==> config.mk <==
export PLATFORM = sky130hd
export DESIGN_NAME = lcpm_lane
export DESIGN_NICKNAME = d
export VERILOG_FILES = /design/src/lcpm_pkg.sv /design/src/lcpm_lane.sv
export SDC_FILE = /design/constraint.sdc
export NUM_CORES = 2
export LEC_CHECK = 0
export BUFFER_PORTS_ARGS = -buffer_cell sky130_fd_sc_hd__buf_2
export CAP_MARGIN = 20
export CORE_MARGIN = 4
export CORE_UTILIZATION = 45
export DETAILED_ROUTE_END_ITERATION = 10
export GPL_TIMING_DRIVEN = 0
export SYNTH_ARGS = -nofsm -noshare
export SYNTH_HDL_FRONTEND = slang
export SYNTH_SLANG_ARGS = --single-unit
==> constraint.sdc <==
create_clock -name clk -period 7 [get_ports clk]
set_input_delay 1.05 -clock clk [delete_from_list [all_inputs] [get_ports clk]]
set_output_delay 1.05 -clock clk [all_outputs]
set_load 0.02 [all_outputs]
==> src/lcpm_pkg.sv <==
// ----------------------------------------------------------------------------
// lcpm_pkg: shared types and constants of the load-cell mass block
// Request payloads, lane results and the fixed calibration constants.
// ----------------------------------------------------------------------------
`default_nettype none
package lcpm_pkg;

  localparam int LANES    = 4;
  localparam int RAW_W    = 16;
  localparam int CAL_W    = 48;
  localparam int NUM_W    = 31;   // 17000 * 65535 fits in 31 bits
  localparam int KG_W     = 7;    // per-lane kilograms, at most 65
  localparam int TOTAL_W  = 9;
  localparam int IDX_W    = 3;

  localparam logic [RAW_W-1:0] SEGMENT_GRAMS   = 16'd17000;
  localparam logic [RAW_W-1:0] TOP_POINT_GRAMS = 16'd34000;
  localparam logic [RAW_W-1:0] GRAMS_MAX       = 16'hFFFF;
  // floor(g / 1000) == (g * 134218) >> 27 for every 16-bit g
  localparam logic [17:0]      KG_RECIP        = 18'd134218;
  localparam int               KG_SHIFT        = 27;

  typedef logic [IDX_W-1:0] cfg_index_t;
  localparam cfg_index_t REG_CAL_SENSOR_0 = 3'd0;
  localparam cfg_index_t REG_CAL_SENSOR_1 = 3'd1;
  localparam cfg_index_t REG_CAL_SENSOR_2 = 3'd2;
  localparam cfg_index_t REG_CAL_SENSOR_3 = 3'd3;

  typedef struct packed {
    logic [RAW_W-1:0] raw_front_right;
    logic [RAW_W-1:0] raw_back_right;
    logic [RAW_W-1:0] raw_front_left;
    logic [RAW_W-1:0] raw_back_left;
  } in_t;

  typedef struct packed {
    logic [RAW_W-1:0]   grams_front_right;
    logic [RAW_W-1:0]   grams_back_right;
    logic [RAW_W-1:0]   grams_front_left;
    logic [RAW_W-1:0]   grams_back_left;
    logic [TOTAL_W-1:0] total_kilograms;
    logic               saturated;
  } out_t;

  typedef struct packed {
    logic [RAW_W-1:0] grams;
    logic [KG_W-1:0]  kg;
    logic             sat;
  } lane_res_t;

endpackage
`default_nettype wire

==> src/lcpm_lane.sv <==
// ----------------------------------------------------------------------------
// lcpm_lane: one sensor lane
// Segment select, scale by 17000, pipelined restoring divide, saturate, kg.
// ----------------------------------------------------------------------------
`default_nettype none
module lcpm_lane (
  input  wire logic                     clk,
  input  wire logic                     en,
  input  wire logic [lcpm_pkg::CAL_W-1:0] cal,
  input  wire logic [lcpm_pkg::RAW_W-1:0] raw,
  output lcpm_pkg::lane_res_t           res
);
  import lcpm_pkg::*;

  logic [RAW_W-1:0] c0, c1, c2;
  logic [RAW_W-1:0] diff_c, div_c, base_c;
  logic             fs_c;

  assign c0 = cal[15:0];
  assign c1 = cal[31:16];
  assign c2 = cal[47:32];

  // pick segment in the order of the comparisons
  always_comb begin
    diff_c = '0;
    div_c  = 16'd1;
    base_c = '0;
    fs_c   = 1'b0;
    if (raw < c0) begin
      diff_c = '0;
    end else if (raw < c1) begin
      diff_c = raw - c0;
      div_c  = c1 - c0;
    end else if (raw < c2) begin
      diff_c = raw - c1;
      div_c  = c2 - c1;
      base_c = SEGMENT_GRAMS;
    end else if (c2 <= c1) begin
      fs_c   = 1'b1;
    end else begin
      diff_c = raw - c2;
      div_c  = c2 - c1;
      base_c = TOP_POINT_GRAMS;
    end
  end

  logic [RAW_W-1:0] s0_diff, s0_div, s0_base;
  logic             s0_fs;

  always_ff @(posedge clk) begin
    if (en) begin
      s0_diff <= diff_c;
      s0_div  <= div_c;
      s0_base <= base_c;
      s0_fs   <= fs_c;
    end
  end

  logic [NUM_W-1:0] num_q  [0:NUM_W];
  logic [NUM_W-1:0] quo_q  [0:NUM_W];
  logic [RAW_W-1:0] rem_q  [0:NUM_W];
  logic [RAW_W-1:0] div_q  [0:NUM_W];
  logic [RAW_W-1:0] base_q [0:NUM_W];
  logic             fs_q   [0:NUM_W];

  always_ff @(posedge clk) begin
    if (en) begin
      num_q[0]  <= NUM_W'(32'(s0_diff) * 32'(SEGMENT_GRAMS));
      quo_q[0]  <= '0;
      rem_q[0]  <= '0;
      div_q[0]  <= s0_div;
      base_q[0] <= s0_base;
      fs_q[0]   <= s0_fs;
    end
  end

  // one quotient bit per stage
  for (genvar k = 0; k < NUM_W; k++) begin : g_div
    logic [RAW_W:0]   trial;
    logic             ge;
    logic [RAW_W-1:0] rem_next;

    assign trial    = {rem_q[k], num_q[k][NUM_W-1]};
    assign ge       = trial >= {1'b0, div_q[k]};
    assign rem_next = ge ? RAW_W'(trial - {1'b0, div_q[k]}) : trial[RAW_W-1:0];

    always_ff @(posedge clk) begin
      if (en) begin
        num_q[k+1]  <= {num_q[k][NUM_W-2:0], 1'b0};
        quo_q[k+1]  <= {quo_q[k][NUM_W-2:0], ge};
        rem_q[k+1]  <= rem_next;
        div_q[k+1]  <= div_q[k];
        base_q[k+1] <= base_q[k];
        fs_q[k+1]   <= fs_q[k];
      end
    end
  end

  logic [31:0]      sum_c;
  logic [RAW_W-1:0] f1_grams;
  logic             f1_sat;

  assign sum_c = 32'(base_q[NUM_W]) + 32'(quo_q[NUM_W]);

  always_ff @(posedge clk) begin
    if (en) begin
      if (fs_q[NUM_W] || sum_c > 32'(GRAMS_MAX)) begin
        f1_grams <= GRAMS_MAX;
        f1_sat   <= 1'b1;
      end else begin
        f1_grams <= sum_c[RAW_W-1:0];
        f1_sat   <= 1'b0;
      end
    end
  end

  logic [33:0] kg_prod;
  assign kg_prod = 34'(f1_grams) * 34'(KG_RECIP);

  always_ff @(posedge clk) begin
    if (en) begin
      res.grams <= f1_grams;
      res.sat   <= f1_sat;
      res.kg    <= KG_W'(kg_prod >> KG_SHIFT);
    end
  end

endmodule
`default_nettype wire

==> flow_metrics.tcl <==
set metrics [dict create \
    skew_ps 83.1 \
    ctsHtreeMaxLevel 4 \
    cp_slowest_cell "edfxtp_1" \
    dr_total_vias 58400 \
    slew_violations 0 \
    crit_type "register to register" \
    die_area_um2 231000 \
    tritoncts "done" \
    critPathArrivalTime_ps 6270 \
    crit_start "f1_grams[8]$_SDFFCE_PP1P_" \
    critPathBufInv 4 \
    layout_commonest_cell "edfxtp_1" \
    core_um2 222000 \
    row_count 173 \
    netlist_area_um2 101000 \
    dp_hpwl_mm 146 \
    placed_area_um2 105000 \
    grt_max_degree 183 \
    synth-edff-count 2083 \
    hold_buffers 0 \
    drt_first_iter_violations 4152 \
    dr_wl_met3_mm 8.43 \
    tns_ps 0 \
    fin_area_um2 112000 \
    wl_mm 200 \
    required_ps 7600 \
    grt.overflow.total 0 \
    clkLatencyLatePin_ps 870 \
    firstDrtPassIters 5 \
    hold_slack_ps 359 \
    max_freq_ghz 0.176 \
    initial_core_util 0.453 \
    drt.antenna.violating_nets 0 \
    wl_met1_mm 89.5 \
    routed_via_density 5.30 \
    cts_resized 0 \
    rsz0062_at_grt "false" \
    synth_nets 8492 \
    cts_sinks 2083 \
    layout_setup_ws_ps 1330 \
    async_reset_ff_frac 0 \
    clockRootBuffer "clkbuf_16" \
    highest_layer "met4" \
    cts_setup_buffers 0 \
    hold_violations 0 \
    fp.dieW_um 481 \
    start_kind "register" \
    wl_per_cell_um 18.1 \
    grt_pass1_wl_mm 316 \
    peakVddDrop_v 0.000235 \
    drive_gt1_frac 0.0794 \
    pin_count 90 \
    r2r_start "f1_grams[8]$_SDFFCE_PP1P_" \
    end_kind "register" \
    cp_max_fo 8 \
    setup_viol 0 \
    hp-class "register to register" \
    finalNetCount 8814 \
    clk_pin_slew_ps 60 \
    cts_made_buffers 218 \
    cts_max_path_buffers 3 \
    p_leak_nw 44.5 \
    synth_cells 7533 \
    ys_seq_elements 2083 \
    nFillCells 18900 \
    area_growth_pct 11.6 \
    drv_cap 0 \
    max_stage_delay_ps 650 \
    min_from "quo_q[7][35]$_DFFE_PP_" \
    status "completed" \
    max_slew_margin 0.308 \
    worstMarginPinSlew_ps 1040 \
    cp_top_family "adder cells" \
    wl_met2_mm 96.5 \
    layout_min_cycle_time_ps 5670 \
    power.density_nw_per_um2 412 \
    post-route-drc-count 0 \
    antenna_found_initial 4 \
    avgSynthCellArea_um2 13.4 \
    finalWeightedCongestion 0.925 \
    grt_pass1_vias 58100 \
    layout_common_cells "edfxtp_1, inv_1, ha_1, o21ai_0, nor2_1" \
    die_y_um 481 \
    portBuffers 89 \
    crit_chain "inv_1, ha_1, inv_1, ha_1, inv_1, fa_1, inv_1, fa_1, fa_1, ha_1, ha_1, nand4_1, nor3_1, nand4_1, a311o_1, a211oi_1, o21a_1, o21a_1, nor2_1" \
    synth-main-ff-cell "edfxtp_1" \
    synthDistinctLibCells 79 \
    period_share 0.810 \
    ys_seq_area_frac 0.622 \
    grt_use_total 0.171 \
    synth_warnings 0 \
    dp_slack_ps 1170 \
]
-- routing by layer --
layer  track usage  up-vias
li1              -    28600
met1         0.230    28300
met2         0.288     1196
met3        0.0240      310
met4        0.0525        0
met5             0        -
-- sequential cells by signal (all words and copies together) (netlist names) --
register,count
s0_diff,16
f1_sat,1
s0_fs,1
quo_q,496
base_q,96
rem_q,480
s0_div,16
div_q,496
fs_q,32
f1_grams,16
num_q,406
s0_base,3
res,24
-- cells in the mapped netlist (all sizes together) (71+ instances only) --
cell type / instances / share of area
a21o: 226 / 0.017
clkbuf: 71 / 0.0027
nor2: 416 / 0.016
a21oi: 398 / 0.020
nand2b: 75 / 0.0047
xnor2: 234 / 0.020
ha: 786 / 0.098
inv: 829 / 0.031
fa: 107 / 0.021
nand2: 397 / 0.015
nor3: 137 / 0.0069
edfxtp: 2083 / 0.62
xor2: 174 / 0.015
o21a: 73 / 0.0054
nand4: 93 / 0.0058
mux2: 150 / 0.017
o21ai: 442 / 0.022
nor2b: 112 / 0.0070
a31oi: 75 / 0.0053
-- power breakdown --
group / total [mW] / internal, mW / leakage [nW] / switching [mW]
registers: 18.4 / 17.2 / 20.3 / 1.22
clock network: 11.2 / 6.39 / 3.42 / 4.83
logic: 16.6 / 7.10 / 20.7 / 9.51
total: 46.2 / 30.7 / 44.5 / 15.6
-- logic make-up after synthesis --
logic type	share of synthesized area
and+or+nand+nor	0.0746
buffers and inverters	0.0345
xor gates and xnor gates	0.0355
muxes	0.0191
AOI/OAI and AO/OA	0.0957
adders and majority gates	0.119
DFF	0.622
-- worst paths after layout --
kind                            endpoint  slack [ps]  cells after the start
hold / removal    quo_q[7][67]$_DFFE_PP_         360                      0
setup / recovery        res[6]$_DFFE_PP_        1330                     19
setup reg to reg        res[6]$_DFFE_PP_        1330                     19
hold reg to reg   quo_q[7][67]$_DFFE_PP_         360                      0
-- stage by stage --
step                      total power, mW  utilization  instances
after floorplan                      30.5            -       7533
after global placement               35.5        0.471      10600
after detailed placement             35.1        0.473      10600
after CTS                            46.6        0.505      11000
after global routing                 49.4        0.505      11000
final                                46.2        0.505      11000
-- final cells by class --
class | count | area, um2 | area share
well taps | 2975 | 3720 | 0.0332
inverters | 830 | 3120 | 0.0278
clock inverters | 153 | 1470 | 0.0131
repair buffers | 102 | 818 | 0.00729
diodes | 9 | 22.5 | 0.000201
flip-flops and latches | 2083 | 62600 | 0.557
plain buffers | 87 | 357 | 0.00318
clock buffers | 255 | 5590 | 0.0498
multi-input cells | 4533 | 34600 | 0.308
No activity file was read; power rests on OpenSTA's default activity.
