--- src/lcpm_pkg.sv ---
// ----------------------------------------------------------------------------
// lcpm_pkg: shared types and constants of the load-cell mass block
// Request payloads, lane results and the fixed calibration constants.
// ----------------------------------------------------------------------------
`default_nettype none
package lcpm_pkg;

  localparam int LANES    = 4;
  localparam int RAW_W    = 16;
  localparam int CAL_W    = 48;
  localparam int NUM_W    = 31;   // 17000 * 65535 fits in 31 bits
  localparam int KG_W     = 7;    // per-lane kilograms, at most 65
  localparam int TOTAL_W  = 9;
  localparam int IDX_W    = 3;

  localparam logic [RAW_W-1:0] SEGMENT_GRAMS   = 16'd17000;
  localparam logic [RAW_W-1:0] TOP_POINT_GRAMS = 16'd34000;
  localparam logic [RAW_W-1:0] GRAMS_MAX       = 16'hFFFF;
  // floor(g / 1000) == (g * 134218) >> 27 for every 16-bit g
  localparam logic [17:0]      KG_RECIP        = 18'd134218;
  localparam int               KG_SHIFT        = 27;

  typedef logic [IDX_W-1:0] cfg_index_t;
  localparam cfg_index_t REG_CAL_SENSOR_0 = 3'd0;
  localparam cfg_index_t REG_CAL_SENSOR_1 = 3'd1;
  localparam cfg_index_t REG_CAL_SENSOR_2 = 3'd2;
  localparam cfg_index_t REG_CAL_SENSOR_3 = 3'd3;

  typedef struct packed {
    logic [RAW_W-1:0] raw_front_right;
    logic [RAW_W-1:0] raw_back_right;
    logic [RAW_W-1:0] raw_front_left;
    logic [RAW_W-1:0] raw_back_left;
  } in_t;

  typedef struct packed {
    logic [RAW_W-1:0]   grams_front_right;
    logic [RAW_W-1:0]   grams_back_right;
    logic [RAW_W-1:0]   grams_front_left;
    logic [RAW_W-1:0]   grams_back_left;
    logic [TOTAL_W-1:0] total_kilograms;
    logic               saturated;
  } out_t;

  typedef struct packed {
    logic [RAW_W-1:0] grams;
    logic [KG_W-1:0]  kg;
    logic             sat;
  } lane_res_t;

endpackage
`default_nettype wire

--- src/lcpm_merge.sv ---
// ----------------------------------------------------------------------------
// lcpm_merge: combine the four lanes
// Sum kilograms, gather saturation flags, register the result payload.
// ----------------------------------------------------------------------------
`default_nettype none
module lcpm_merge (
  input  wire logic                clk,
  input  wire logic                en,
  input  wire lcpm_pkg::lane_res_t lane [lcpm_pkg::LANES],
  output lcpm_pkg::out_t           data
);
  import lcpm_pkg::*;

  logic [TOTAL_W-1:0] total_c;

  assign total_c = TOTAL_W'(lane[0].kg) + TOTAL_W'(lane[1].kg)
                 + TOTAL_W'(lane[2].kg) + TOTAL_W'(lane[3].kg);

  always_ff @(posedge clk) begin
    if (en) begin
      data.grams_front_right <= lane[0].grams;
      data.grams_back_right  <= lane[1].grams;
      data.grams_front_left  <= lane[2].grams;
      data.grams_back_left   <= lane[3].grams;
      data.total_kilograms   <= total_c;
      data.saturated         <= lane[0].sat | lane[1].sat | lane[2].sat | lane[3].sat;
    end
  end

endmodule
`default_nettype wire

--- config.mk ---
export PLATFORM = sky130hd
export DESIGN_NAME = lcpm_merge
export DESIGN_NICKNAME = d
export VERILOG_FILES = /design/src/lcpm_pkg.sv /design/src/lcpm_merge.sv
export SDC_FILE = /design/constraint.sdc
export NUM_CORES = 1
export LEC_CHECK = 0
export ABC_CLOCK_PERIOD_IN_PS = 4000
export BUFFER_PORTS_ARGS = -buffer_cell sky130_fd_sc_hd__buf_2
export CELL_PAD_IN_SITES_DETAIL_PLACEMENT = 1
export CELL_PAD_IN_SITES_GLOBAL_PLACEMENT = 1
export CORE_MARGIN = 2
export CORE_UTILIZATION = 35
export CTS_BUF_LIST = sky130_fd_sc_hd__clkbuf_8
export DETAILED_ROUTE_END_ITERATION = 8
export PLACE_DENSITY_LB_ADDON = 0.08
export SYNTH_ARGS = -nofsm -noshare
export SYNTH_HDL_FRONTEND = slang
export SYNTH_SLANG_ARGS = --single-unit
--- constraint.sdc ---
create_clock -name clk -period 4 [get_ports clk]
set_clock_uncertainty 0.05 [all_clocks]
set_input_delay 0.4 -clock clk [delete_from_list [all_inputs] [get_ports clk]]
set_output_delay 0.4 -clock clk [all_outputs]
set_load 0.01 [all_outputs]
==> results.cfg, run 1 <==
[worst_setup_path]
crit_path_max_incr_delay_ns = 0.53
arrival_ns = 2.86
crit_family = adder cells
crit_type = input port to flop
crit_slowest_cell = fa_1
cp_cell_sequence = buf_2 > inv_1 > fa_1 > inv_1 > fa_1 > ha_1 > inv_1 > fa_1 > nor2b_1 > o31a_1 > mux2i_1 > nand2_1
cp-start-kind = input port
cp.required_ns = 4.03
path_buf_inv = 4
critPathCaptureType = flop
critPathMaxFanout = 2

[die]
io_pins = 172
initial_utilization_pct = 35.9
die_w_um = 95.3
rows = 33
fp.coreArea_mm2 = 0.00813
die_area_mm2 = 0.00908
die_y_um = 95.3

[timing]
final-setup-viol-count = 0
fmax_ghz = 0.353
finalHoldViolations = 0
drv_slew = 0
relSlewSlack_pct = 39.0
final.setup.tns_ns = 0
layout_min_cycle_time_ns = 2.83
grt_setup_unrepaired = false
post-route-period-util_pct = 70.8
worst_pin_slew_ns = 0.915

[run_status]
status = finished clean

[finish]
top_regs = data (74)
multi_input_area_um2 = 548
syn2layout_area_growth_pct = 40.6
fillers = 895
top_register = data
largest_reg_flops = 74
drive_above_1_share_pct = 54.3
final_area_mm2 = 0.00410
fin_nets = 462
regArea_mm2 = 0.00222

[clocking]
cts_buffers = 9
cts.sinks = 74
clk_pin_slew_ns = 0.08
cts_tree = done
htreeDepth = 3
cts_resized = 0
postCtsSetupBuffers = 0
cts_buffer_depth = 2
cts_root_buf = clkbuf_8
ctsHoldBuffers = 0

[power_and_ir_drop]
power.density_mw_per_mm2 = 473
leakagePower_uw = 0.00190
peakVddDrop_mv = 0.197

[detailed_routing]
first_pass_iters = 4
finalWirelength_um = 6810
wire_per_inst_um = 15.1
post-route-drc-count = 0
met2_length_um = 3610
met3_length_um = 655
drtIter0Drc = 68
routed_via_density = 4.27
detail-route-antenna-nets = 0
wl_met1_um = 2360
top_layer = met4
vias = 1929

[global_route]
antenna_found_initial = 1
grt_max_degree = 75
grt_pass1_wl_um = 10300
overflow = 0
grt_usage_pct = 15.9
grt_pass1_vias = 1926

[yosys]
post_synth_inst_count = 160
netlist_area_mm2 = 0.00292
synth_cell_types = 18
synth-seq-cells = 74
yosys_warnings = 0
ys_seq_area_share_pct = 76.2
synthesis.nets = 280
syn_avg_cell_area_um2 = 18.2

[placed_design]
placed_area_mm2 = 0.00391
io_buffers = 171
gp_congestion = 0.738
hpwl_um = 5470

[hold_path]
hold_path.class = input port to flop

[job]
maxCapViolCount = 0
cell type report:
class / instances / share of cell area [%]
flip-flops and latches: 74 / 54.2
multi-input cells: 47 / 13.4
clock inverters: 6 / 1.65
diodes: 1 / 0.0610
repair buffers: 171 / 20.9
clock buffers: 9 / 3.02
inverters: 39 / 3.57
well taps: 105 / 3.20
report_power, final:
part / total (µW) / switching (µW) / internal (µW)
Sequential: 980 / 19.0 / 961
Combinational: 403 / 220 / 183
Clock: 557 / 271 / 287
Total: 1940 / 509 / 1430
through the flow:
step / power, µW / hold WS (ns) / utilization, % / std cells / setup slack (ns)
after floorplan: 1220 / 0.449 / - / 160 / 1.08
after global placement: 1400 / 0.526 / 48.0 / 436 / 0.892
after detailed placement: 1410 / 0.528 / 48.0 / 436 / 0.806
after CTS: 1980 / 0.161 / 50.4 / 451 / 1.17
after global routing: 2060 / 0.155 / 50.4 / 452 / 0.976
final: 1940 / 0.184 / 50.4 / 452 / 1.17
synth_stat cells:
| library cell | n | area [µm²] |
|---|---|---|
| nor2_1 | 2 | 7.51 |
| nor2b_1 | 4 | 25.0 |
| fa_1 | 14 | 280 |
| a221oi_1 | 1 | 8.76 |
| xnor2_1 | 3 | 26.3 |
| a21oi_1 | 3 | 15.0 |
| a21oi_2 | 1 | 8.76 |
| o21a_1 | 1 | 7.51 |
| o21ai_0 | 2 | 10.0 |
| nand2_1 | 2 | 7.51 |
| a311oi_2 | 1 | 15.0 |
| mux2i_1 | 1 | 10.0 |
| ha_1 | 8 | 100 |
| inv_1 | 39 | 146 |
| o31a_1 | 1 | 8.76 |
| or4_1 | 1 | 7.51 |
| edfxtp_1 | 74 | 2220 |
| nor3_1 | 2 | 10.0 |
placed cells by master, fill, tap and decap left out:
cell / instances
bufinv_16: 1
edfxtp_1: 74
a21oi_1: 3
buf_2: 170
a311oi_2: 1
xnor2_1: 3
ha_1: 8
nand2_1: 2
clkinvlp_4: 2
clkbuf_8: 9
a21oi_2: 1
or4_1: 1
fa_1: 14
o31a_1: 1
o21a_1: 1
clkinv_2: 1
buf_4: 1
nor3_1: 2
mux2i_1: 1
inv_6: 1
inv_1: 39
o21ai_0: 2
a221oi_1: 1
nor2b_1: 4
diode_2: 1
clkinv_4: 1
nor2_1: 2
final timing paths:
check / start / endpoint / slack, ns / cells past startpoint
worst max-delay path: lane[2] / data[8] / 1.17 / 12
worst min-delay path: lane[92] / data[70] / 0.18 / 1
metal layers:
layer	vias up	track usage, %
li1	915	-
met1	901	16.5
met2	100	27.6
met3	13	5.69
met4	0	8.94
met5	-	0
cell families (layout without fill, tap and decap cells):
family / count (synthesis) / after routing / synth area share (%)
compound gates: 10 / 10 / 2.53
fa+ha+maj: 22 / 22 / 13.0
buf+inv: 39 / 225 / 5.02
mux: 1 / 1 / 0.343
flops: 74 / 74 / 76.2
simple gates: 11 / 11 / 1.97
xor+xnor: 3 / 3 / 0.901
other cells: 0 / 1 / 0
Power figures use the tool's default switching activity.
==> inputs of run 2 (changes only) <==
--- a/config.mk
+++ b/config.mk
@@ -5,12 +5,12 @@
 export SDC_FILE = /design/constraint.sdc
 export NUM_CORES = 1
 export LEC_CHECK = 0
-export ABC_CLOCK_PERIOD_IN_PS = 4000
+export ABC_CLOCK_PERIOD_IN_PS = 2600
 export BUFFER_PORTS_ARGS = -buffer_cell sky130_fd_sc_hd__buf_2
 export CELL_PAD_IN_SITES_DETAIL_PLACEMENT = 1
 export CELL_PAD_IN_SITES_GLOBAL_PLACEMENT = 1
 export CORE_MARGIN = 2
-export CORE_UTILIZATION = 35
+export CORE_UTILIZATION = 31
 export CTS_BUF_LIST = sky130_fd_sc_hd__clkbuf_8
 export DETAILED_ROUTE_END_ITERATION = 8
 export PLACE_DENSITY_LB_ADDON = 0.08
==> constraint.sdc (replaced) <==
create_clock -name clk -period 2.6 [get_ports clk]
set_clock_uncertainty 0.05 [all_clocks]
set_input_delay 0.26 -clock clk [delete_from_list [all_inputs] [get_ports clk]]
set_output_delay 0.26 -clock clk [all_outputs]
set_load 0.01 [all_outputs]
==> run 2 against run 1 <==
Worst setup slack got worse by 1.1 ns; wire length up 3.0%; critical path type unchanged; sequential share of layout area fell by 1.4 points; cell count increased by 3.8%; die area rose by 12%; power rose by 57%.
==> results.cfg, run 2 (synthesis results as in run 1) <==
[clocking]
clk_pin_slew_ns = 0.08
cts.sinks = 74
cts_root_buf = clkbuf_8
htreeDepth = 3
ctsHoldBuffers = 0
cts_buffers = 9
cts_tree = done
cts_buffer_depth = 2

[global_route]
grt_max_degree = 75
overflow = 0
grt_pass1_vias = 2012
grt_usage_pct = 13.8
grt_pass1_wl_um = 10400
antenna_found_initial = 0

[timing]
grt_setup_unrepaired = true
layout_min_cycle_time_ns = 2.51
worst_pin_slew_ns = 0.390
relSlewSlack_pct = 74.0
final-setup-viol-count = 0
drv_slew = 0
fmax_ghz = 0.398
finalHoldViolations = 0
setup_slack_ns = 0.0851
final.setup.tns_ns = 0
post-route-period-util_pct = 96.7

[power_and_ir_drop]
p_sw_uw = 792
swShare_pct = 26.0
p_int_uw = 2260
p_clk_share_pct = 27.4
power.density_mw_per_mm2 = 724
leakagePower_uw = 0.00196
seqPwrFrac_pct = 49.6
peakVddDrop_mv = 0.250
power_frac_comb_pct = 23.0

[detailed_routing]
post-route-drc-count = 0
wire_per_inst_um = 14.9
finalWirelength_um = 7010
first_pass_iters = 4
detail-route-antenna-nets = 0
vias = 1980
drtIter0Drc = 46
routed_via_density = 4.22

[placed_design]
hpwl_um = 5520
io_buffers = 171
gp_congestion = 0.743
placed_area_mm2 = 0.00399
place_inst = 450
post-place-ws_ns = -0.365

[finish]
regArea_mm2 = 0.00222
fillers = 981
drive_above_1_share_pct = 57.3
layout_common_cells = 170 x buf_2, 74 x edfxtp_1, 36 x inv_1
top_regs = data (74)
stdcell_count = 469
final_common_cell = buf_2
fin_util_pct = 45.8
syn2layout_area_growth_pct = 44.4
final_area_mm2 = 0.00421
top_register = data
antenna_cells = 0
multi_input_area_um2 = 556
fin_nets = 474
largest_reg_flops = 74

[worst_setup_path]
cp.required_ns = 2.64
critPathMaxFanout = 2
crit_path_max_incr_delay_ns = 0.53
crit_type = input port to flop
cp-start-kind = input port
arrival_ns = 2.56
cp_cell_sequence = buf_6 > inv_2 > fa_1 > inv_1 > fa_1 > ha_2 > inv_2 > fa_2 > nor2b_2 > o31a_1 > mux2i_1 > nand2_1
crit_slowest_cell = fa_1
critPathCaptureType = flop

[run_status]
status = finished clean

[die]
rows = 35
die_y_um = 101
initial_utilization_pct = 31.7
die_w_um = 101
io_pins = 172
fp.coreArea_mm2 = 0.00920
die_area_mm2 = 0.0102

[job]
maxCapViolCount = 0

[hold_path]
hold_path.class = input port to flop
-- run 2: cell count changes in the layout (fill, tap and decap cells not counted), sizes merged --
cell / before / now
buf: 171 / 183
clkinv: 2 / 3
diode: 1 / 0
inv: 40 / 39
-- run 2: worst paths after layout --
check / from / to / depth (start not counted)
max: lane[50] / data[8] / 12
min: lane[88] / data[66] / 1
-- run 2: repair_timing --
item                                   CTS  global route
setup endpoints to repair                1             3
resized for setup                        1             5
endpoints found under the hold margin    0             0
setup buffers                            0             4
pin swaps                                0             6
cloned                                   0             0
-- run 2: metrics by stage --
step / hold slack [ns] / power (µW)
floorplan: 0.309 / 1880
global placement: 0.387 / 2210
detailed placement: 0.388 / 2220
CTS: 0.0235 / 3070
global route: 0.00972 / 3240
finish: 0.0350 / 3050
-- run 2: cell type report --
cell class	count	area share [%]
inverter	39	3.48
multi-input combinational	47	13.2
clock inverter	6	1.40
sequential	74	52.8
tap	111	3.30
clock buffer	9	2.94
timing repair buffer	183	22.9
-- run 2: layer usage --
layer  part of all wire [%]  up-vias  GRT usage [%]
met5                      0        -              0
met4                    1.3        0           4.68
met3                    8.5       10           5.41
met2                     55       93           25.2
met1                     36      941           14.4
li1                       -      936              -
-- run 2: worst max-delay path: cells and delay by family --
kind,cells,cell delay (ns)
buffers and inverters,4,0.19
muxes,1,0.19
adders and majority gates,4,1.56
AOI/OAI and AO/OA,1,0.17
and+or+nand+nor,2,0.20
-- run 2: power groups by stage --
stage / Clock (µW) / Combinational (µW) / Sequential [µW]
6_report: 837 / 700 / 1510
5_1_grt: 917 / 795 / 1530
4_1_cts: 864 / 690 / 1520
3_5_place_dp: 0 / 683 / 1540
3_3_place_gp: 0 / 672 / 1530
2_1_floorplan: 0 / 269 / 1610
